`src/rtl/ptt_pkg.sv`:
```
`default_nettype none

package ptt_pkg;

   // Table and ring sizes
   localparam int NODE_SLOTS = 64;
   localparam int RING_SLOTS = 128;
   localparam int NODE_W     = $clog2(NODE_SLOTS);
   localparam int SLOT_W     = 7;
   localparam int FLIGHT_W   = 8;
   localparam int COUNT_W    = 7;

   // Command codes
   localparam logic [1:0] CMD_REGISTER = 2'd0;
   localparam logic [1:0] CMD_DOORBELL = 2'd1;
   localparam logic [1:0] CMD_TRANSMIT = 2'd2;
   localparam logic [1:0] CMD_COMPLETE = 2'd3;

   // Doorbell words and unicast MAC prefix
   localparam logic [15:0] DB_JOIN    = 16'h1000;
   localparam logic [15:0] DB_LEAVE   = 16'h1001;
   localparam logic [31:0] MAC_PREFIX = 32'h0001_0001;

   // Result kinds
   localparam logic [2:0] KIND_QUEUED    = 3'd0;
   localparam logic [2:0] KIND_BUSY      = 3'd1;
   localparam logic [2:0] KIND_NO_DEST   = 3'd2;
   localparam logic [2:0] KIND_JOIN      = 3'd3;
   localparam logic [2:0] KIND_NO_ACTION = 3'd4;
   localparam logic [2:0] KIND_UNHANDLED = 3'd5;
   localparam logic [2:0] KIND_DONE      = 3'd6;

   typedef struct packed {
      logic [1:0]  command;
      logic [15:0] node_id;
      logic [15:0] doorbell_info;
      logic [47:0] dest_mac;
      logic [6:0]  done_slot;
   } req_type;

   typedef struct packed {
      logic [2:0]  kind;
      logic [15:0] dest_node;
      logic [6:0]  ring_slot;
      logic [7:0]  in_flight;
      logic        queue_stopped;
      logic [6:0]  active_peers;
      logic        last;
   } rsp_type;

endpackage

`default_nettype wire

```
`src/rtl/peer_table_tx_ring_tracker.sv`:
```
// Each input item is registered on transfer; its result is registered once the result register is free.
// Multicast fans out over the peer table, reading then checking each entry in turn from the lowest id.
// The next item is taken only once the last result is registered; the peer table memory has a
// separate read and write port, and every command reads it on transfer before any write back.
// Reset: synchronous, clears the peer valid bits, ring counters, flags and handshake state.
`default_nettype none

module peer_table_tx_ring_tracker (
   input  wire logic            clock,
   input  wire logic            reset,
   input  wire logic            req_valid,
   output logic                 req_stall,
   input  wire ptt_pkg::req_type req_data,
   output logic                 rsp_valid,
   input  wire logic            rsp_stall,
   output ptt_pkg::rsp_type     rsp_data
);

   localparam logic [1:0] ST_IDLE     = 2'd0;
   localparam logic [1:0] ST_EXEC     = 2'd1;
   localparam logic [1:0] ST_SCAN_RD  = 2'd2;
   localparam logic [1:0] ST_SCAN_CHK = 2'd3;

   typedef struct packed {
      logic known;
      logic active;
   } entry_type;

   // Peer table memory with per-entry valid bits
   entry_type                        tbl_mem [ptt_pkg::NODE_SLOTS];
   logic [ptt_pkg::NODE_SLOTS-1:0]   vld_ff;
   entry_type                        mem_q_ff;
   logic                             vld_q_ff;

   logic [1:0]                       state_ff, state_in;
   ptt_pkg::req_type                 item_ff, item_in;
   logic [ptt_pkg::COUNT_W-1:0]      active_count_ff, active_count_in;
   logic [ptt_pkg::FLIGHT_W-1:0]     outstanding_ff, outstanding_in;
   logic [ptt_pkg::SLOT_W-1:0]       write_slot_ff, write_slot_in;
   logic [ptt_pkg::SLOT_W-1:0]       retire_slot_ff, retire_slot_in;
   logic                             stopped_ff, stopped_in;
   logic [ptt_pkg::NODE_W-1:0]       scan_idx_ff, scan_idx_in;
   logic [ptt_pkg::COUNT_W-1:0]      sent_ff, sent_in;
   logic                             rsp_valid_ff, rsp_valid_in;
   ptt_pkg::rsp_type                 rsp_data_ff;

   logic                             out_free;
   logic                             req_fire;
   logic                             rd_en;
   logic [ptt_pkg::NODE_W-1:0]       rd_addr;
   logic                             wr_en;
   logic [ptt_pkg::NODE_W-1:0]       wr_addr;
   entry_type                        wr_data;
   entry_type                        entry;

   logic                             id_in_table;
   logic [ptt_pkg::NODE_W-1:0]       id_addr;
   logic [15:0]                      uni_dst;
   logic                             uni_ok;
   logic                             multi;
   logic [ptt_pkg::COUNT_W-1:0]      need;
   logic                             room_bad;

   logic [ptt_pkg::FLIGHT_W-1:0]     q_flight;
   logic                             q_stop;
   logic [ptt_pkg::SLOT_W-1:0]       q_slot_next;

   logic [ptt_pkg::FLIGHT_W-1:0]     span;
   logic [ptt_pkg::FLIGHT_W-1:0]     steps;
   logic [ptt_pkg::FLIGHT_W-1:0]     retire_sum;
   logic [ptt_pkg::SLOT_W-1:0]       retire_next;
   logic [ptt_pkg::FLIGHT_W-1:0]     flight_after;

   logic                             emit;
   logic [2:0]                       emit_kind;
   logic [15:0]                      emit_node;
   logic [ptt_pkg::SLOT_W-1:0]       emit_slot;
   logic                             emit_last;
   ptt_pkg::rsp_type                 rsp_new;

   assign out_free  = !rsp_valid_ff || !rsp_stall;
   assign req_stall = (state_ff != ST_IDLE);
   assign req_fire  = req_valid && !req_stall;
   assign rsp_valid = rsp_valid_ff;
   assign rsp_data  = rsp_data_ff;

   // Select the table read address: item lookup on transfer, else the scan pointer
   always_comb begin
      rd_en   = 1'b0;
      rd_addr = scan_idx_ff;
      if (req_fire) begin
         rd_en = 1'b1;
         if (req_data.command == ptt_pkg::CMD_TRANSMIT) begin
            rd_addr = req_data.dest_mac[ptt_pkg::NODE_W-1:0];
         end else begin
            rd_addr = req_data.node_id[ptt_pkg::NODE_W-1:0];
         end
      end else if (state_ff == ST_SCAN_RD) begin
         rd_en = 1'b1;
      end
   end

   // Table read and write ports
   always_ff @(posedge clock) begin
      if (rd_en && (rd_addr < ptt_pkg::NODE_SLOTS)) begin
         mem_q_ff <= tbl_mem[rd_addr];
         vld_q_ff <= vld_ff[rd_addr];
      end
      if (wr_en) begin
         tbl_mem[wr_addr] <= wr_data;
      end
   end

   // An entry never written reads as unknown and inactive
   assign entry = vld_q_ff ? mem_q_ff : '0;

   // Decode the held item
   assign id_in_table = (item_ff.node_id < 16'(ptt_pkg::NODE_SLOTS));
   assign id_addr     = item_ff.node_id[ptt_pkg::NODE_W-1:0];
   assign uni_dst     = item_ff.dest_mac[15:0];
   assign uni_ok      = (item_ff.dest_mac[47:16] == ptt_pkg::MAC_PREFIX) &&
                        (uni_dst < 16'(ptt_pkg::NODE_SLOTS)) && entry.active;
   assign multi       = item_ff.dest_mac[40];
   assign need        = multi ? active_count_ff : ptt_pkg::COUNT_W'(1);
   assign room_bad    = ({1'b0, outstanding_ff} + {2'b00, need}) >
                        (ptt_pkg::FLIGHT_W+1)'(ptt_pkg::RING_SLOTS);

   // Ring bookkeeping for one queued frame
   assign q_flight    = outstanding_ff + ptt_pkg::FLIGHT_W'(1);
   assign q_stop      = (q_flight == ptt_pkg::FLIGHT_W'(ptt_pkg::RING_SLOTS)) ? 1'b1 : stopped_ff;
   assign q_slot_next = (write_slot_ff == ptt_pkg::SLOT_W'(ptt_pkg::RING_SLOTS-1)) ?
                        '0 : write_slot_ff + ptt_pkg::SLOT_W'(1);

   // Retire count: distance to the done slot, capped by what is outstanding
   always_comb begin
      if ({1'b0, item_ff.done_slot} >= ptt_pkg::FLIGHT_W'(ptt_pkg::RING_SLOTS)) begin
         span = outstanding_ff;
      end else if (item_ff.done_slot >= retire_slot_ff) begin
         span = {1'b0, item_ff.done_slot - retire_slot_ff};
      end else begin
         span = {1'b0, item_ff.done_slot} + ptt_pkg::FLIGHT_W'(ptt_pkg::RING_SLOTS)
                - {1'b0, retire_slot_ff};
      end
      steps        = (span < outstanding_ff) ? span : outstanding_ff;
      retire_sum   = {1'b0, retire_slot_ff} + steps;
      retire_next  = (retire_sum >= ptt_pkg::FLIGHT_W'(ptt_pkg::RING_SLOTS)) ?
                     ptt_pkg::SLOT_W'(retire_sum - ptt_pkg::FLIGHT_W'(ptt_pkg::RING_SLOTS)) :
                     retire_sum[ptt_pkg::SLOT_W-1:0];
      flight_after = outstanding_ff - steps;
   end

   // Sequencer: execute the held item, or walk the table for multicast
   always_comb begin
      state_in        = state_ff;
      item_in         = item_ff;
      active_count_in = active_count_ff;
      outstanding_in  = outstanding_ff;
      write_slot_in   = write_slot_ff;
      retire_slot_in  = retire_slot_ff;
      stopped_in      = stopped_ff;
      scan_idx_in     = scan_idx_ff;
      sent_in         = sent_ff;
      wr_en           = 1'b0;
      wr_addr         = id_addr;
      wr_data         = entry;
      emit            = 1'b0;
      emit_kind       = ptt_pkg::KIND_NO_ACTION;
      emit_node       = '0;
      emit_slot       = '0;
      emit_last       = 1'b1;

      unique case (state_ff)
         ST_IDLE: begin
            if (req_fire) begin
               item_in  = req_data;
               state_in = ST_EXEC;
            end
         end

         ST_EXEC: begin
            if (out_free) begin
               state_in = ST_IDLE;
               emit     = 1'b1;
               unique case (item_ff.command)
                  ptt_pkg::CMD_REGISTER: begin
                     // Mark the peer known, keep its active bit
                     if (id_in_table) begin
                        wr_en   = 1'b1;
                        wr_data = '{known: 1'b1, active: entry.active};
                     end
                  end

                  ptt_pkg::CMD_DOORBELL: begin
                     priority if (item_ff.doorbell_info == ptt_pkg::DB_JOIN) begin
                        if (id_in_table && !entry.active) begin
                           if (entry.known) begin
                              wr_en           = 1'b1;
                              wr_data         = '{known: 1'b1, active: 1'b1};
                              active_count_in = active_count_ff + ptt_pkg::COUNT_W'(1);
                           end
                           emit_kind = ptt_pkg::KIND_JOIN;
                           emit_node = item_ff.node_id;
                        end
                     end else if (item_ff.doorbell_info == ptt_pkg::DB_LEAVE) begin
                        if (id_in_table && entry.active) begin
                           wr_en           = 1'b1;
                           wr_data         = '{known: entry.known, active: 1'b0};
                           active_count_in = active_count_ff - ptt_pkg::COUNT_W'(1);
                        end
                     end else begin
                        emit_kind = ptt_pkg::KIND_UNHANDLED;
                     end
                  end

                  ptt_pkg::CMD_TRANSMIT: begin
                     priority if (room_bad) begin
                        stopped_in = 1'b1;
                        emit_kind  = ptt_pkg::KIND_BUSY;
                     end else if (multi) begin
                        if (active_count_ff == '0) begin
                           emit_kind = ptt_pkg::KIND_NO_DEST;
                        end else begin
                           // Start the fan-out walk from the lowest id
                           emit        = 1'b0;
                           state_in    = ST_SCAN_RD;
                           scan_idx_in = '0;
                           sent_in     = '0;
                        end
                     end else if (uni_ok) begin
                        outstanding_in = q_flight;
                        stopped_in     = q_stop;
                        write_slot_in  = q_slot_next;
                        emit_kind      = ptt_pkg::KIND_QUEUED;
                        emit_node      = uni_dst;
                        emit_slot      = write_slot_ff;
                     end else begin
                        emit_kind = ptt_pkg::KIND_NO_DEST;
                     end
                  end

                  ptt_pkg::CMD_COMPLETE: begin
                     // Retire slots up to the reported one
                     retire_slot_in = retire_next;
                     outstanding_in = flight_after;
                     if (flight_after < ptt_pkg::FLIGHT_W'(ptt_pkg::RING_SLOTS)) begin
                        stopped_in = 1'b0;
                     end
                     emit_kind = ptt_pkg::KIND_DONE;
                     emit_slot = retire_next;
                  end

                  default: begin
                     emit_kind = ptt_pkg::KIND_NO_ACTION;
                  end
               endcase
            end
         end

         ST_SCAN_RD: begin
            state_in = ST_SCAN_CHK;
         end

         ST_SCAN_CHK: begin
            if (entry.active) begin
               // Queue one frame to this peer once the result register is free
               if (out_free) begin
                  emit           = 1'b1;
                  outstanding_in = q_flight;
                  stopped_in     = q_stop;
                  write_slot_in  = q_slot_next;
                  sent_in        = sent_ff + ptt_pkg::COUNT_W'(1);
                  emit_kind      = ptt_pkg::KIND_QUEUED;
                  emit_node      = 16'(scan_idx_ff);
                  emit_slot      = write_slot_ff;
                  emit_last      = (sent_in == active_count_ff);
                  if (emit_last) begin
                     state_in = ST_IDLE;
                  end else begin
                     scan_idx_in = scan_idx_ff + ptt_pkg::NODE_W'(1);
                     state_in    = ST_SCAN_RD;
                  end
               end
            end else begin
               scan_idx_in = scan_idx_ff + ptt_pkg::NODE_W'(1);
               state_in    = ST_SCAN_RD;
            end
         end

         default: begin
            state_in = ST_IDLE;
         end
      endcase

      rsp_new.kind          = emit_kind;
      rsp_new.dest_node     = emit_node;
      rsp_new.ring_slot     = emit_slot;
      rsp_new.in_flight     = outstanding_in;
      rsp_new.queue_stopped = stopped_in;
      rsp_new.active_peers  = active_count_in;
      rsp_new.last          = emit_last;

      // Hold a stalled result, drop one that was taken
      if (emit) begin
         rsp_valid_in = 1'b1;
      end else if (rsp_valid_ff && rsp_stall) begin
         rsp_valid_in = 1'b1;
      end else begin
         rsp_valid_in = 1'b0;
      end
   end

   // Control state
   always_ff @(posedge clock) begin
      if (reset) begin
         state_ff        <= ST_IDLE;
         active_count_ff <= '0;
         outstanding_ff  <= '0;
         write_slot_ff   <= '0;
         retire_slot_ff  <= '0;
         stopped_ff      <= 1'b0;
         rsp_valid_ff    <= 1'b0;
         vld_ff          <= '0;
      end else begin
         state_ff        <= state_in;
         active_count_ff <= active_count_in;
         outstanding_ff  <= outstanding_in;
         write_slot_ff   <= write_slot_in;
         retire_slot_ff  <= retire_slot_in;
         stopped_ff      <= stopped_in;
         rsp_valid_ff    <= rsp_valid_in;
         if (wr_en) begin
            vld_ff[wr_addr] <= 1'b1;
         end
      end
   end

   // Payload registers
   always_ff @(posedge clock) begin
      item_ff     <= item_in;
      scan_idx_ff <= scan_idx_in;
      sent_ff     <= sent_in;
      if (emit) begin
         rsp_data_ff <= rsp_new;
      end
   end

endmodule

`default_nettype wire

```
`config.mk`:
```
export PLATFORM = sky130hd
export DESIGN_NAME = peer_table_tx_ring_tracker
export DESIGN_NICKNAME = d
export VERILOG_FILES = /design/src/rtl/ptt_pkg.sv /design/src/rtl/peer_table_tx_ring_tracker.sv
export SDC_FILE = /design/constraint.sdc
export NUM_CORES = 1
export LEC_CHECK = 0
export BUFFER_PORTS_ARGS = -buffer_cell sky130_fd_sc_hd__buf_2
export CORE_MARGIN = 2
export CORE_UTILIZATION = 55
export CTS_CLUSTER_DIAMETER = 80
export DETAILED_ROUTE_END_ITERATION = 10
export GPL_TIMING_DRIVEN = 0
export PLACE_DENSITY = 0.74
export SYNTH_ARGS = -nofsm -noshare
export SYNTH_HDL_FRONTEND = slang
export SYNTH_SLANG_ARGS = --single-unit
export TNS_END_PERCENT = 20
```
`constraint.sdc`:
```
create_clock -name clock -period 7.5 [get_ports clock]
set_clock_uncertainty 0.2 [all_clocks]
set_input_delay 0.75 -clock clock [delete_from_list [all_inputs] [get_ports clock]]
set_output_delay 0.75 -clock clock [all_outputs]
set_load 0.03 [all_outputs]
```
; ---- After elaboration in Yosys (flattened, before gate mapping)
; Memories as Yosys holds them, arrays and structs flattened. A register that Yosys moved wholly into a read port is not among the register bits.
; Cells that the tools add are included.
[op_classes]
n_lt_le_gt_ge = 10
bitwise_logic = 1
addsub = 13
eq_ne = 25
muxes = 135
n_reduce_logical = 24
[ops]
columns = op, count
row1 = $mux W7, 31
row2 = $mux W16, 6
row3 = $mux W6, 12
row4 = $mux W8, 8
row5 = $or A64 B64 Y64, 1
row6 = $pmux W16 S2, 2
row7 = $pmux W7 S2, 4
row8 = $mux W1, 34
row9 = $mux W2, 17
row10 = $eq A16 B13 Y1 const B, 2
row11 = $eq A32 B17 Y1 const B, 1
row12 = $lt A16 B7 Y1 const B, 2
row13 = $pmux W8 S2, 2
row14 = $mux W3, 8
row15 = $reduce_and A8 Y1, 3
row16 = $add A7 B1 Y7 const B, 3
row17 = $ne A2 B2 Y1 const B, 9
row18 = $lt A6 B7 Y1 const B, 2
row19 = $sub A7 B1 Y7 const B, 2
row20 = $pmux W6 S2, 1
row21 = $eq A2 B2 Y1 const B, 5
row22 = $add A8 B7 Y9, 1
row23 = $gt A9 B8 Y1 const B, 1
row24 = $pmux W3 S3, 1
row25 = 32 further kinds, 50
[word_totals]
n_memories = 1
register_bits = 243
ramBits = 128
[mem_list]
columns = memory, depth, word_bits, rd, rd_clocked_by_memory_dff, wr, line_no
row1 = tbl_mem, 64, 2, 1, 1, 1, peer_table_tx_ring_tracker.sv:30  ; entry_type tbl_mem [ptt_pkg::NODE_SLOTS];

; ---- Logic depth before layout (Yosys ltp)
[depth]
ltp_word = 11
mapped_depth = 29
mapped_depth_nobuf = 27

; ---- Worst setup path before layout
; No wires, ideal clock.
[synth_path]
path_type = register to register
startpoint = register outstanding_ff[1] in the netlist's numbering
endpoint = register rsp_data_ff (netlist bit rsp_data[0]) (enable)
period_less_slack_ps = 6000
n_path_buf = 1
arrival_time_ps = 5294
path_slack_ps = 1500
t_required_ps = 6794
stages_incl_launch_ff = 11
cell_sequence = dfxtp_1 clkbuf_1 inv_1 fa_1 nor2b_1 o31a_1 o21ai_1 o21bai_1 o211a_1 nor4_1 nor3b_1
[synth_via]
elab_chain_len = 6
[synth_lines]
columns = item, line_no
row1 = from (decl), peer_table_tx_ring_tracker.sv:38  ; logic [ptt_pkg::FLIGHT_W-1:0] outstanding_ff, outstanding_in;
row2 = from (signal assigned), peer_table_tx_ring_tracker.sv:326  ; outstanding_ff <= outstanding_in;
row3 = $add A8 B7 Y9, peer_table_tx_ring_tracker.sv:125  ; assign room_bad = ({1'b0, outstanding_ff} + {2'b00, need}) >
row4 = $gt A9 B8 Y1, peer_table_tx_ring_tracker.sv:125
row5 = $mux W1, peer_table_tx_ring_tracker.sv:216  ; priority if (room_bad) begin
row6 = $mux W1, peer_table_tx_ring_tracker.sv:184  ; unique case (item_ff.command)
row7 = $mux W1, peer_table_tx_ring_tracker.sv:181  ; if (out_free) begin
row8 = $pmux W1 S2, peer_table_tx_ring_tracker.sv:172  ; unique case (state_ff)
row9 = net emit, peer_table_tx_ring_tracker.sv:74  ; logic emit;
row10 = to (signal assigned), peer_table_tx_ring_tracker.sv:343  ; rsp_data_ff <= rsp_new;
row11 = to (decl), peer_table_tx_ring_tracker.sv:45  ; ptt_pkg::rsp_type rsp_data_ff;
; The timed path passes the listed nets, and every way through them passes these cells.
; A chain may end at the register's enable or synchronous reset.

; ---- Worst setup path in the final report
[layout_path]
startpoint = register retire_slot_ff[2] in the netlist's numbering
endpoint = register rsp_data_ff (netlist bit rsp_data[15]) (data pin)
[layout_via]
elab_chain_len = 8
elab_cells_between_ends = 10
cone_classes = add/sub (3) / order compare (2) / mux (5)
[layout_lines]
columns = item, line_no
row1 = from (decl), peer_table_tx_ring_tracker.sv:40  ; logic [ptt_pkg::SLOT_W-1:0] retire_slot_ff, retire_slot_in;
row2 = from (signal assigned), peer_table_tx_ring_tracker.sv:328  ; retire_slot_ff <= retire_slot_in;
row3 = "$sub A8 B7 Y8, or another cell as far along", peer_table_tx_ring_tracker.sv:142  ; - {1'b0, retire_slot_ff};
row4 = $mux W8 (*), peer_table_tx_ring_tracker.sv:138  ; end else if (item_ff.done_slot >= retire_slot_ff) begin
row5 = $lt A8 B8 Y1, peer_table_tx_ring_tracker.sv:144  ; steps = (span < outstanding_ff) ? span : outstanding_ff;
row6 = $mux W8 (*), peer_table_tx_ring_tracker.sv:144
row7 = $sub A8 B8 Y8 (*), peer_table_tx_ring_tracker.sv:149  ; flight_after = outstanding_ff - steps;
row8 = $pmux W8 S2 (*), peer_table_tx_ring_tracker.sv:184
row9 = $mux W8 (*), peer_table_tx_ring_tracker.sv:181
row10 = $pmux W8 S2 (*), peer_table_tx_ring_tracker.sv:172
row11 = "net outstanding_in, one bit", peer_table_tx_ring_tracker.sv:38
; The timed path passes the listed nets; every way through them passes the cells marked *.

==> impl_metrics.env <==
export IMPL_min_period_ns=6.67
export IMPL_clk_pin_slew_ns=0.06
export IMPL_ys_flop_type="edfxtp_1"
export IMPL_clock_root_buffer="clkbuf_16"
export IMPL_clockBufferDepth=3
export IMPL_cts_htree_levels=2
export IMPL_timing_rr_start="retire_slot_ff[2]"
export IMPL_cap_violations=0
export IMPL_yosysMostFrequentCell="edfxtp_1"
export IMPL_worstSkewPairLatency_ns=0.55
export IMPL_ir_drop_uv=218
export IMPL_crit_path_end_kind="flip-flop"
export IMPL_vias=12638
export IMPL_setup_worst_path_start_class="flip-flop"
export IMPL_die_area_sq_um=33400
export IMPL_synth_seq_area_share=0.583
export IMPL_syn_to_final_growth_pct=15.1
export IMPL_syn_area_sq_um=17600
export IMPL_ys_top_cells_by_area="edfxtp_1 (47%), dfxtp_1 (11%), mux2i_1 (4.9%)"
export IMPL_grt_max_degree=51
export IMPL_cts_resized=0
export IMPL_setup_viol=0
export IMPL_post_cts_setup_buffers=0
export IMPL_synth_area_per_cell_sq_um=12.0
export IMPL_start_util=0.558
export IMPL_synth_top_area_share=0.472
export IMPL_wl_per_cell_um=21.1
export IMPL_run_status="finished, final reports clean"
export IMPL_cp_arrival_ns=6.70
export IMPL_ys_types=81
export IMPL_routabilityCongestion=0.972
export IMPL_stdcell_count=2095
export IMPL_coreArea_sq_um=31500
export IMPL_p_per_area_nw_per_um2=236
export IMPL_worstHoldEndpoint="item_ff[14]"
export IMPL_dp_hpwl_um=32100
export IMPL_critPathRequiredTime_ns=7.53
export IMPL_synth_seq_cells=373
export IMPL_layout_drive_gt1_share=0.163
export IMPL_yosysTopAreaCell="edfxtp_1"
export IMPL_holdPathStages=1
export IMPL_synth_edf_count=276
export IMPL_die_x_um=183
export IMPL_drtIter0Drc=1116
export IMPL_r2r_setup_slack_ns=0.83
export IMPL_ys_warn_count=0
export IMPL_cts_hold_buf=0
export IMPL_clock_sinks=373
export IMPL_setup_tns_ns=0
export IMPL_cpMaxStageDelayCell="fa_1"
export IMPL_hold_slack_ns=0.183
export IMPL_final_fill_count=2390
export IMPL_path_max_fanout=9
export IMPL_timing_rr_end="rsp_data[15]"
export IMPL_fmax_mhz=150
export IMPL_drc=0
export IMPL_grt_pass1_vias=12379
export IMPL_hold_path_class="primary input to flip-flop"
export IMPL_fin_ws_ns=0.831
export IMPL_grt_usage=0.264
export IMPL_dp_cells=2020
export IMPL_seq_area_sq_um=10200
export IMPL_io_pins=138
export IMPL_multi_input_comb_area_sq_um=6890
export IMPL_grt_pass1_wl_um=67700
export IMPL_grt_overflow=0
export IMPL_fp_dieH_um=183
export IMPL_period_share=0.889
export IMPL_port_buffers=137
export IMPL_finalNetCount=1804
export IMPL_relSlewSlack=0.265
export IMPL_syn_inst=1466
export IMPL_max_stage_delay_ns=0.40
export IMPL_place_ws_ns=0.992
export IMPL_p_leak_nw=7.36
export IMPL_drv_slew=0
export IMPL_antenna_found_initial=4
export IMPL_viasPerCell=6.03
export IMPL_rows=65
export IMPL_rsz0062_at_grt="no"
export IMPL_synth_common_cells="edfxtp_1 (276), nor2_1 (150), nand2_1 (110)"
export IMPL_wirelength_um=44100
export IMPL_tritoncts="built"
export IMPL_first_pass_iters=5
export IMPL_tightest_slew_ns=1.09
export IMPL_synthArstFlopShare=0
export IMPL_antenna_left=0
export IMPL_worstSetupPathType="flip-flop to flip-flop"
export IMPL_hold_violations=0
export IMPL_postLayoutCellArea_sq_um=20200
export IMPL_detailed_place_area_sq_um=18900
export IMPL_min_delay_start="req_data[14]"
export IMPL_reg2reg_depth=28
export IMPL_cts_made_buffers=40
## logic make-up after synthesis
| family | count (synthesis) | synth area share |
|---|---|---|
| and+or+nand+nor | 463 | 0.129 |
| DFF | 373 | 0.583 |
| AOI/OAI and AO/OA | 304 | 0.118 |
| muxes | 130 | 0.0847 |
| buffers and inverters | 105 | 0.0272 |
| adders and majority gates | 51 | 0.0385 |
| xor gates and xnor gates | 39 | 0.0195 |
| other | 1 | 0.000214 |
## how the worst max path moves through the flow
stage / from / end / slack, ns / cells after the start
6_report: retire_slot_ff[2] / rsp_data[15] / 0.83 / 28
5_1_grt: retire_slot_ff[2] / rsp_data[15] / 0.55 / 28
4_1_cts: retire_slot_ff[2] / rsp_data[15] / 0.95 / 28
3_5_place_dp: retire_slot_ff[2] / stopped_ff / 0.99 / 28
3_3_place_gp: outstanding_ff[1] / rsp_data[18] / -0.37 / 10
2_1_floorplan: outstanding_ff[1] / rsp_data[0] / 1.50 / 10
## report_power, final
part | leakage (nW) | internal (W) | switching (W) | total [W]
clock network | 0.629 | 0.00114 | 0.000800 | 0.00194
logic | 3.34 | 0.000200 | 0.000326 | 0.000527
registers | 3.39 | 0.00228 | 0.0000216 | 0.00230
## cell type report
type / count / share of cell area
timing repair buffer: 143 / 0.0391
tap: 402 / 0.0249
clock inverter: 16 / 0.00972
multi-input combinational: 997 / 0.341
buffer: 63 / 0.0160
sequential: 373 / 0.506
clock buffer: 55 / 0.0543
inverter: 42 / 0.00780
antenna: 4 / 0.000496
## critical path: cells and delay by family (launching register included)
kind	cells	cell delay (ns)
flip-flops	1	0.36
AND/OR/NAND/NOR	5	0.88
buffers and inverters	4	0.51
adder cells (fa/ha/maj)	4	1.24
XOR/XNOR	1	0.23
AO/OA/AOI/OAI	14	2.96
## sequential cells by signal (all words and copies together) (netlist names)
signal	flops
retire_slot_ff	7
mem_q_ff	2
tbl_mem	128
outstanding_ff	8
write_slot_ff	7
id_addr	6
vld_q_ff	1
rsp_data	43
rsp_valid	1
stopped_ff	1
sent_ff	7
item_ff	83
state_ff	2
scan_idx_ff	6
vld_ff	64
active_count_ff	7
## per-stage QoR
stage | power, W | utilization
4_1_cts | 0.00479 | 0.641
2_1_floorplan | 0.00270 | -
5_1_grt | 0.00492 | 0.642
3_3_place_gp | 0.00285 | 0.597
6_report | 0.00476 | 0.642
3_5_place_dp | 0.00286 | 0.600
## metal layers
layer | vias to the layer above | track usage | part of all wire
met2 | 504 | 0.452 | 0.49
li1 | 5913 | - | -
met3 | 119 | 0.0479 | 0.075
met1 | 6102 | 0.331 | 0.40
met5 | - | 0 | 0
met4 | 0 | 0.110 | 0.040
## placed cells by master (no fill, tap or decap), types with 46 or more instances in the layout
cell type and count:
o21a_1 69, nor2_1 150, buf_2 143, a21oi_1 57, clkbuf_1 50, ha_1 46, mux2i_1 86, dfxtp_1 97
edfxtp_1 276, nand2_1 109
(Power assumes the default switching activity.)
